--- config.mk ---
export PLATFORM = sky130hd
export DESIGN_NAME = delimited_record_indexer_core
export DESIGN_NICKNAME = d
export VERILOG_FILES = /design/src/rtl/dri_pkg.sv /design/src/rtl/dri_rslt_fifo.sv /design/src/rtl/delimited_record_indexer_core.sv
export SDC_FILE = /design/constraint.sdc
export NUM_CORES = 1
export LEC_CHECK = 0
export BUFFER_PORTS_ARGS = -buffer_cell sky130_fd_sc_hd__buf_2
export CORE_ASPECT_RATIO = 1.5
export CORE_MARGIN = 3
export CORE_UTILIZATION = 29
export DETAILED_ROUTE_END_ITERATION = 8
export MAX_ROUTING_LAYER = met4
export PLACE_DENSITY = 0.51
export SYNTH_ARGS = -nofsm -noshare
export SYNTH_HDL_FRONTEND = slang
export SYNTH_SLANG_ARGS = --single-unit
export TNS_END_PERCENT = 50
--- constraint.sdc ---
create_clock -name clk -period 7.5 [get_ports clk]
set_input_delay 0.75 -clock clk [delete_from_list [all_inputs] [get_ports clk]]
set_output_delay 0.75 -clock clk [all_outputs]
set_load 0.005 [all_outputs]
--- src/rtl/dri_pkg.sv ---
// ----------------------------------------------------------------------------
// dri_pkg
// Types and constants shared by the delimited record indexer modules.
// ----------------------------------------------------------------------------
package dri_pkg;

  localparam logic [7:0]  NL_BYTE       = 8'h0A;
  localparam logic [7:0]  DELIM_RESET   = 8'h25;
  localparam logic [31:0] MAX_LEN_RESET = 32'd4096;

  localparam logic [1:0] REG_DELIM    = 2'd0;
  localparam logic [1:0] REG_COMMENTS = 2'd1;
  localparam logic [1:0] REG_MAX_LEN  = 2'd2;

  localparam logic KIND_RECORD = 1'b0;
  localparam logic KIND_COUNT  = 1'b1;

  localparam int unsigned FIFO_DEPTH = 3;

  typedef enum logic [1:0] {
    PH_START = 2'd0,
    PH_DELIM = 2'd1,
    PH_LINE  = 2'd2
  } phase_t;

  typedef struct packed {
    logic        kind;
    logic [31:0] offset;
    logic [31:0] number;
    logic        last;
  } result_t;

  typedef struct packed {
    logic [1:0] cnt;
    result_t    first;
    result_t    second;
  } push_t;

endpackage

--- src/rtl/dri_rslt_fifo.sv ---
// ----------------------------------------------------------------------------
// dri_rslt_fifo
// Three-entry result queue that takes up to two results per cycle and
// hands out one per cycle from its head.
// ----------------------------------------------------------------------------
module dri_rslt_fifo (
  input  logic             clk,
  input  logic             rst,
  input  dri_pkg::push_t   push,
  input  logic             pop,
  output dri_pkg::result_t head,
  output logic [1:0]       count
);

  dri_pkg::result_t entries [dri_pkg::FIFO_DEPTH];
  dri_pkg::result_t entries_next [dri_pkg::FIFO_DEPTH];
  logic [1:0] count_next;
  logic [1:0] base;

  assign head = entries[0];
  assign base = count - {1'b0, pop};

  always_comb begin
    for (int i = 0; i < dri_pkg::FIFO_DEPTH; i++) begin
      entries_next[i] = entries[i];
    end
    if (pop) begin
      for (int i = 0; i < dri_pkg::FIFO_DEPTH - 1; i++) begin
        entries_next[i] = entries[i + 1];
      end
    end
    for (int i = 0; i < dri_pkg::FIFO_DEPTH; i++) begin
      if ((push.cnt != 2'd0) && (2'(i) == base)) begin
        entries_next[i] = push.first;
      end
      if ((push.cnt == 2'd2) && (2'(i) == base + 2'd1)) begin
        entries_next[i] = push.second;
      end
    end
    count_next = base + push.cnt;
  end

  always_ff @(posedge clk) begin
    if (rst) begin
      count <= 2'd0;
    end else begin
      count <= count_next;
    end
  end

  always_ff @(posedge clk) begin
    for (int i = 0; i < dri_pkg::FIFO_DEPTH; i++) begin
      entries[i] <= entries_next[i];
    end
  end

endmodule

--- src/rtl/delimited_record_indexer_core.sv ---
// ----------------------------------------------------------------------------
// delimited_record_indexer_core
// Scans a text byte stream for records separated by delimiter lines and
// emits the start offset and number of each qualifying record, then the
// total count at end of input.
//
//   Channel  Dir   Signals                          Beat carries
//   s_*      in    tvalid tready tdata[7:0] tlast   data_byte, end_of_input
//   m_*      out   tvalid tready tdata tuser tlast  one result
//   cfg_*    in    valid ready index data           one register write
//
// One byte is taken per cycle if the queue has room; each beat is handled in
// the accept cycle and its results are queued in a three-entry result FIFO.
// An end-of-input beat that closes a record yields two results and holds
// s_tready low until the queue has room again; a stall on m_* fills it.
// Reset is synchronous and returns scan state and registers to defaults.
// ----------------------------------------------------------------------------
module delimited_record_indexer_core #(
  parameter int unsigned OFFSET_WIDTH = 32
) (
  input  logic        clk,
  input  logic        rst,
  input  logic        s_tvalid,
  output logic        s_tready,
  input  logic [7:0]  s_tdata,   // data_byte[7:0]
  input  logic        s_tlast,
  output logic        m_tvalid,
  input  logic        m_tready,
  output logic [63:0] m_tdata,   // record_offset[31:0], record_number[63:32]
  output logic [0:0]  m_tuser,   // result_kind[0]
  output logic        m_tlast,
  input  logic        cfg_valid,
  output logic        cfg_ready,
  input  logic [1:0]  cfg_index,
  input  logic [31:0] cfg_data
);

  logic [7:0]  delimiter_char;
  logic        comments_enable;
  logic [31:0] max_record_length;

  logic [OFFSET_WIDTH-1:0] byte_offset, byte_offset_next;
  logic [OFFSET_WIDTH-1:0] record_start, record_start_next;
  logic [31:0]             content_length, content_length_next;
  dri_pkg::phase_t         line_phase, line_phase_next;
  logic                    comment_line, comment_line_next;
  logic [31:0]             record_count, record_count_next;

  logic             accept;
  logic [63:0]      start_wide;
  logic [31:0]      close_len;
  logic [31:0]      count_inc;
  logic             rec_ok;
  dri_pkg::push_t   push;
  dri_pkg::result_t head;
  logic [1:0]       fifo_count;

  function automatic logic [31:0] sat_add(input logic [31:0] a, input logic [1:0] n);
    logic [32:0] s;
    s = {1'b0, a} + {31'b0, n};
    return s[32] ? 32'hFFFF_FFFF : s[31:0];
  endfunction

  assign cfg_ready  = 1'b1;
  assign s_tready   = (fifo_count < 2'd2);
  assign accept     = s_tvalid && s_tready;
  assign start_wide = 64'(record_start);
  assign count_inc  = record_count + 32'd1;

  always_comb begin
    byte_offset_next    = byte_offset;
    record_start_next   = record_start;
    content_length_next = content_length;
    line_phase_next     = line_phase;
    comment_line_next   = comment_line;
    record_count_next   = record_count;
    close_len           = content_length;
    rec_ok              = 1'b0;
    push                = '0;

    if (accept && s_tlast) begin
      if (!comment_line && (line_phase == dri_pkg::PH_DELIM)) begin
        close_len = sat_add(content_length, 2'd1);
      end
      rec_ok = (close_len != 32'd0) && (close_len < max_record_length);
      if (rec_ok) begin
        push.cnt    = 2'd2;
        push.first  = '{kind: dri_pkg::KIND_RECORD, offset: start_wide[31:0],
                        number: count_inc, last: 1'b0};
        push.second = '{kind: dri_pkg::KIND_COUNT, offset: 32'd0,
                        number: count_inc, last: 1'b1};
      end else begin
        push.cnt    = 2'd1;
        push.first  = '{kind: dri_pkg::KIND_COUNT, offset: 32'd0,
                        number: record_count, last: 1'b1};
      end
      byte_offset_next    = '0;
      record_start_next   = '0;
      content_length_next = 32'd0;
      line_phase_next     = dri_pkg::PH_START;
      comment_line_next   = 1'b0;
      record_count_next   = 32'd0;
    end else if (accept) begin
      byte_offset_next = byte_offset + OFFSET_WIDTH'(1);
      if (comment_line) begin
        if (s_tdata == dri_pkg::NL_BYTE) begin
          comment_line_next = 1'b0;
          line_phase_next   = dri_pkg::PH_START;
        end
      end else begin
        case (line_phase)
          dri_pkg::PH_START: begin
            if (s_tdata == dri_pkg::NL_BYTE) begin
              content_length_next = sat_add(content_length, 2'd1);
            end else if (s_tdata == delimiter_char) begin
              line_phase_next = dri_pkg::PH_DELIM;
            end else begin
              content_length_next = sat_add(content_length, 2'd1);
              line_phase_next     = dri_pkg::PH_LINE;
            end
          end
          dri_pkg::PH_DELIM: begin
            if (s_tdata == dri_pkg::NL_BYTE) begin
              rec_ok = (content_length != 32'd0) && (content_length < max_record_length);
              if (rec_ok) begin
                record_count_next = count_inc;
                push.cnt   = 2'd1;
                push.first = '{kind: dri_pkg::KIND_RECORD, offset: start_wide[31:0],
                               number: count_inc, last: 1'b1};
              end
              record_start_next   = byte_offset_next;
              content_length_next = 32'd0;
              line_phase_next     = dri_pkg::PH_START;
            end else if (comments_enable && (s_tdata == delimiter_char)) begin
              comment_line_next = 1'b1;
              line_phase_next   = dri_pkg::PH_LINE;
            end else begin
              content_length_next = sat_add(content_length, 2'd2);
              line_phase_next     = dri_pkg::PH_LINE;
            end
          end
          default: begin
            content_length_next = sat_add(content_length, 2'd1);
            line_phase_next = (s_tdata == dri_pkg::NL_BYTE) ? dri_pkg::PH_START
                                                            : dri_pkg::PH_LINE;
          end
        endcase
      end
    end
  end

  always_ff @(posedge clk) begin
    if (rst) begin
      byte_offset    <= '0;
      record_start   <= '0;
      content_length <= 32'd0;
      line_phase     <= dri_pkg::PH_START;
      comment_line   <= 1'b0;
      record_count   <= 32'd0;
    end else begin
      byte_offset    <= byte_offset_next;
      record_start   <= record_start_next;
      content_length <= content_length_next;
      line_phase     <= line_phase_next;
      comment_line   <= comment_line_next;
      record_count   <= record_count_next;
    end
  end

  always_ff @(posedge clk) begin
    if (rst) begin
      delimiter_char    <= dri_pkg::DELIM_RESET;
      comments_enable   <= 1'b0;
      max_record_length <= dri_pkg::MAX_LEN_RESET;
    end else if (cfg_valid && cfg_ready) begin
      case (cfg_index)
        dri_pkg::REG_DELIM:    delimiter_char    <= cfg_data[7:0];
        dri_pkg::REG_COMMENTS: comments_enable   <= cfg_data[0];
        dri_pkg::REG_MAX_LEN:  max_record_length <= cfg_data;
        default: ;
      endcase
    end
  end

  dri_rslt_fifo u_fifo (
    .clk   (clk),
    .rst   (rst),
    .push  (push),
    .pop   (m_tvalid && m_tready),
    .head  (head),
    .count (fifo_count)
  );

  assign m_tvalid = (fifo_count != 2'd0);
  assign m_tdata  = {head.number, head.offset};
  assign m_tuser  = head.kind;
  assign m_tlast  = head.last;

  a_eoi_clears: assert property (@(posedge clk) disable iff (rst)
    (s_tvalid && s_tready && s_tlast) |=> (record_count == 32'd0) && (byte_offset == '0))
    else $error("scan state not cleared after end of input");

  a_count_is_last: assert property (@(posedge clk) disable iff (rst)
    (m_tvalid && (m_tuser[0] == dri_pkg::KIND_COUNT)) |-> m_tlast)
    else $error("count result not marked as last");

  a_comment_phase: assert property (@(posedge clk) disable iff (rst)
    comment_line |-> (line_phase == dri_pkg::PH_LINE))
    else $error("comment line outside line body");

endmodule

# After elaboration in Yosys (flattened, before gate mapping)
# Memory sizes are Yosys's and may differ from the RTL's.
# Index checks and enable logic that the tools add are counted.
# totals
register_bits	174
mem_bits_rw	198
input_bits	48
output_inout_bits	69
elab_cells	102
n_memories	1
# classes
addsub	7
order_cmp	3
n_eq_ne	14
mux	36
bitwise_logic	1
reduce_logical	30
# mem_list
memory	words	width	rd	rd_clocked_by_memory_dff	write_ports	line	text
u_fifo.entries	3	66	3	0	3	dri_rslt_fifo.sv:15	dri_pkg::result_t entries [dri_pkg::FIFO_DEPTH];
# op_table
op	n
2-to-1 mux 66 bit	8
2-to-1 mux 67 bit	5
2-to-1 mux 32 bit	8
2-to-1 mux 68 bit	2
2-to-1 mux 132 bit	1
adder 32 x 1 -> 32 bit, second input constant	2
less-than comparator 32 bit	2
case mux 32 bit (2 select lines)	1
nonzero test 32 bit	2
adder 32 x 1 -> 33 bit, second input constant	1
adder 32 x 2 -> 33 bit, second input constant	1
logical AND 1 bit	13
2-to-1 mux 2 bit	6
!= test 3 bit, second input constant	3
== test 8 x 4 -> 1 bit, second input constant	1
== test 8 bit	1
logical NOT 2 bit	4
AND reduction 4 bit	2
AND reduction 2 bit	3
2-to-1 mux 1 bit	5
AND reduction 5 bit	1
== test 1 x 2 -> 1 bit, first input constant	2
== test 2 x 1 -> 1 bit, second input constant	2
== test 2 bit, first input constant	2
other kinds (11)	13

# Longest topological paths before layout
# depth
word_depth	12
mapped_depth	25
depth_no_buf	22

# By module
# Synthesis repeated with hierarchy kept, for this count alone.
# hier_totals
hier_cells	2661
hier_area_um2	23809.1
# modules_own_cells
mod	instances	cells_per_inst	area_each_um2	seq_area_each_um2
delimited_record_indexer_core	1	1817	13274.0	3443.3
dri_rslt_fifo	1	844	10535.1	5985.7

# Worst setup path after synthesis
# Ideal clock, no wire load.
# synth_path
kind	register -> register
from	register content_length[25] (netlist name)
to	memory u_fifo.entries[0][0] (netlist name) (enable)
setup_time_ns	0.392
arrival_ns	5.541
t_required_ns	7.108
setup_slack_ns	1.567
stages_incl_launch_ff	23
n_path_buf	6
synth_period_minus_slack_ns	5.933
path_cell_list	dfxtp_1 -> buf_2 -> nand4_1 -> or4_1 -> clkbuf_1 -> or4_1 -> clkbuf_1 -> clkbuf_1 -> a41oi_1 -> ha_1 -> a211oi_1 -> o21ai_0 -> o221ai_1 -> nand3b_1 -> o2111a_1 -> nor4_1 -> o21ai_4 -> inv_2 -> buf_6 -> and3_4 -> nor2_2 -> buf_4 -> nand2_1
# synth_rtl
item	line
end, declared	dri_rslt_fifo.sv:15

==> flow_summary.yaml <==
detailed_routing:
  dr.pass1.iters: 6
  routedWlPerCell_um: 22.2
  vias_per_cell: 5.53
  antenna_violating_nets_post_route: 0
  drc: 0
  drt_iter0_drc: 1498
  routed_wl_um: 79000
  num_vias: 19700
logic_synthesis:
  synth.cell_area_um2: 21700
  synth-edff-count: 102
  largest_cells_by_area_after_synthesis: "dfxtp_1 25%, edfxtp_1 14%, nand2_1 4.8%"
  ys_seq_elements: 372
  synthesis.area_per_instance_um2: 8.41
  number_of_warnings_printed_during_yosys_synthesis: 0
  yosysTopAreaCellShare_pct: 25.0
  netlist_top_cells_count: "279 x nand2_1, 270 x dfxtp_1, 265 x nor2_1"
  ys_async_sr_fraction_pct: 0
  synth-main-ff-cell: "dfxtp_1"
  synth_largest_area_cell: "dfxtp_1"
  synth-seq-area-share_pct: 39.1
  netlist_instances: 2575
  post_synth_num_cell_types: 90
  synthMostInstantiatedCell: "nand2_1"
  synth.net_count: 2693
global_route:
  grt_max_degree: 77
  grt_first_pass_wirelength_um: 119000
  grt_pass1_vias: 19400
  grt_remaining_overflow: 0
  global_route.usage.total_pct: 20.1
  grt_antenna_before_repair: 2
die:
  die_width_um: 229
  row_count: 122
  start_util_pct: 29.3
  io_pins: 117
  die_h_um: 341
  floorplan.die_area_um2: 78100
  core_area_um2: 73900
sta:
  final_period_minus_worst_setup_slack_ns: 6.69
  slew_viol_final: 0
  clock-skew-final_ns: 0.0412
  timing.max_slew.rel_slack_pct: 12.4
  grt_setup_unrepaired: "false"
  finalSetupTns_ns: 0
  report.final.hold_viol_count: 0
  maximum_clock_rate_ghz: 0.149
  hold_ws_ns: 0.378
  max_slew.worst_pin.slew_ns: 1.31
  portion_of_the_clock_cycle_consumed_by_the_worst_path_in_the_final_layout_pct: 89.2
  finalSetupViolCount: 0
setup_path:
  cell_by_cell_listing_of_the_critical_path: "nand4_1 -> or4_1 -> o21ai_0 -> buf_4 -> o21ai_0 -> o21ai_0 -> ha_1 -> a211oi_1 -> a41oi_1 -> o2111a_1 -> nor4_1 -> buf_4 -> o21ai_4 -> inv_2 -> nand3_2 -> buf_4 -> nand2_1 -> buf_4 -> nor2_1 -> a311oi_1"
  critPathMaxFanout: 13
  worst_r2r_endpoint: "u_fifo.entries[0][15]"
  timing.critical_path.from_type: "flip-flop"
  worst-endpoint-required_ns: 7.91
  worst_r2r_startpoint: "content_length[19]"
  worstPathArrival_ns: 7.10
  cpLargestDelayFamily: "compound AO/OA/AOI/OAI gates"
  criticalPathCategory: "reg2reg"
  critical-path-max-stage-delay_ns: 0.75
  most_used_cell_cp: "buf_4"
  critical_path.startpoint: "content_length[19]"
  worst-path-buf-inv: 5
  setup.worst_path.end_class: "flip-flop"
  reg2reg_slack_ns: 0.81
  slowest_stage: "dfxtp_1"
  worst-r2r-cell-count: 20
cts:
  h-tree-depth: 2
  cts_tree: "yes"
  post_cts.resized_instances: 0
  hold_buffer_count_at_cts: 0
  cts.sinks: 372
  cts_inserted_buffers: 41
  max-clock-path-buffers: 3
  path_clk_slew_ns: 0.07
  clock_tree.root_cell: "clkbuf_16"
  clock_insertion_delay_worst_skew_ns: 0.61
  post-cts-setup-buffers: 0
pwr:
  worst_ir_drop_vdd_mv: 0.143
  power.total_mw: 6.27
  total_leakage_power_nw: 8.90
  p_per_area_nw_per_um2: 260
cells_and_area:
  layout.cells.non_filler: 3555
  design_area_um2: 24100
  area.growth.synth_to_final_pct: 11.4
  final_layout_size_suffix_gt1_share_pct: 12.0
  net_total_in_the_final_layout: 2649
hold_path:
  hp-class: "in2reg"
  cell_depth_of_the_worst_min_delay_path: 2
  whs_endpoint: "max_record_length[12]"
  worst_hold_startpoint: "cfg_data[12]"
run_status:
  result_of_the_run: "finished clean"
placed_design:
  dp_wirelength_um: 56100
  dpl_cell_area_um2: 22700
  place.gp.congestion: 0.983
  dpl.cell_count: 3480
  io_buffers: 115
job:
  maxCapViolations: 0
[cell type report]
type / instances / area, um^2
clock inverters: 14 / 208
repair buffers: 188 / 1150
multi-input cells: 1862 / 11600
fillers: 7829 / 49700
flip-flops and latches: 372 / 8470
clock buffers: 59 / 1170
inverters: 66 / 248
well taps: 992 / 1240
diodes: 2 / 5.00
[flip-flops by register name, indices dropped and copies added, names as in the netlist, 2 cells and up]
signal             flops
byte_offset           32
content_length        32
delimiter_char         8
line_phase             2
max_record_length     32
record_count          32
record_start          32
u_fifo.count           2
u_fifo.entries       198
[cells by family after synthesis]
family,after synthesis,share of synthesized area [%]
buffers and inverters,341,7.52
other,1,0.0173
AOI/OAI and AO/OA,696,20.8
adders and majority gates,70,4.04
and+or+nand+nor,880,19.3
DFF,372,39.1
muxes,83,3.85
xor gates and xnor gates,132,5.34
[routing by layer]
layer	vias up	GRT usage, %	routed length [um]
met5	-	-	0
met4	0	12.4	5390
met3	269	2.84	3910
met2	728	34.9	39400
met1	9508	21.8	30300
li1	9162	-	-
[cell usage in the layout, fill, tap and decap left out, types with 34 or more instances in the layout]
| cell type | instances |
|---|---|
| edfxtp_1 | 102 |
| nand3_1 | 58 |
| a211oi_1 | 84 |
| a22o_1 | 34 |
| dfxtp_1 | 270 |
| a31oi_1 | 60 |
| nand2_1 | 277 |
| xor2_1 | 67 |
| inv_1 | 65 |
| and3_1 | 52 |
| ha_1 | 70 |
| nor3_1 | 46 |
| mux2i_1 | 80 |
| clkbuf_16 | 41 |
| buf_2 | 115 |
| xnor2_1 | 65 |
| o21ai_0 | 149 |
| nor2_1 | 265 |
| a21oi_1 | 187 |
| nand4_1 | 38 |
| buf_4 | 71 |
[metrics by stage]
stage          utilization [%]  setup slack (ns)
2_1_floorplan                -              1.57
3_3_place_gp              30.8             0.984
3_5_place_dp              30.8              1.02
4_1_cts                   32.7             0.992
5_1_grt                   32.7             0.671
6_report                  32.7             0.809
[how the worst max path moves through the flow]
stage | end | slack (ns) | cells past startpoint
final | u_fifo.entries[0][15] | 0.81 | 20
after global routing | u_fifo.entries[0][15] | 0.67 | 21
after CTS | u_fifo.entries[0][15] | 0.99 | 21
after detailed placement | u_fifo.entries[0][15] | 1.02 | 21
after global placement | u_fifo.entries[0][15] | 0.98 | 20
after floorplan | u_fifo.entries[0][0] | 1.57 | 22
[where the power goes]
group / switching (mW) / total [mW] / internal, mW
sequential: 0.150 / 2.59 / 2.44
clock: 0.911 / 2.11 / 1.20
combinational: 1.01 / 1.57 / 0.556
total: 2.07 / 6.27 / 4.20
Power figures use the tool's default switching activity.
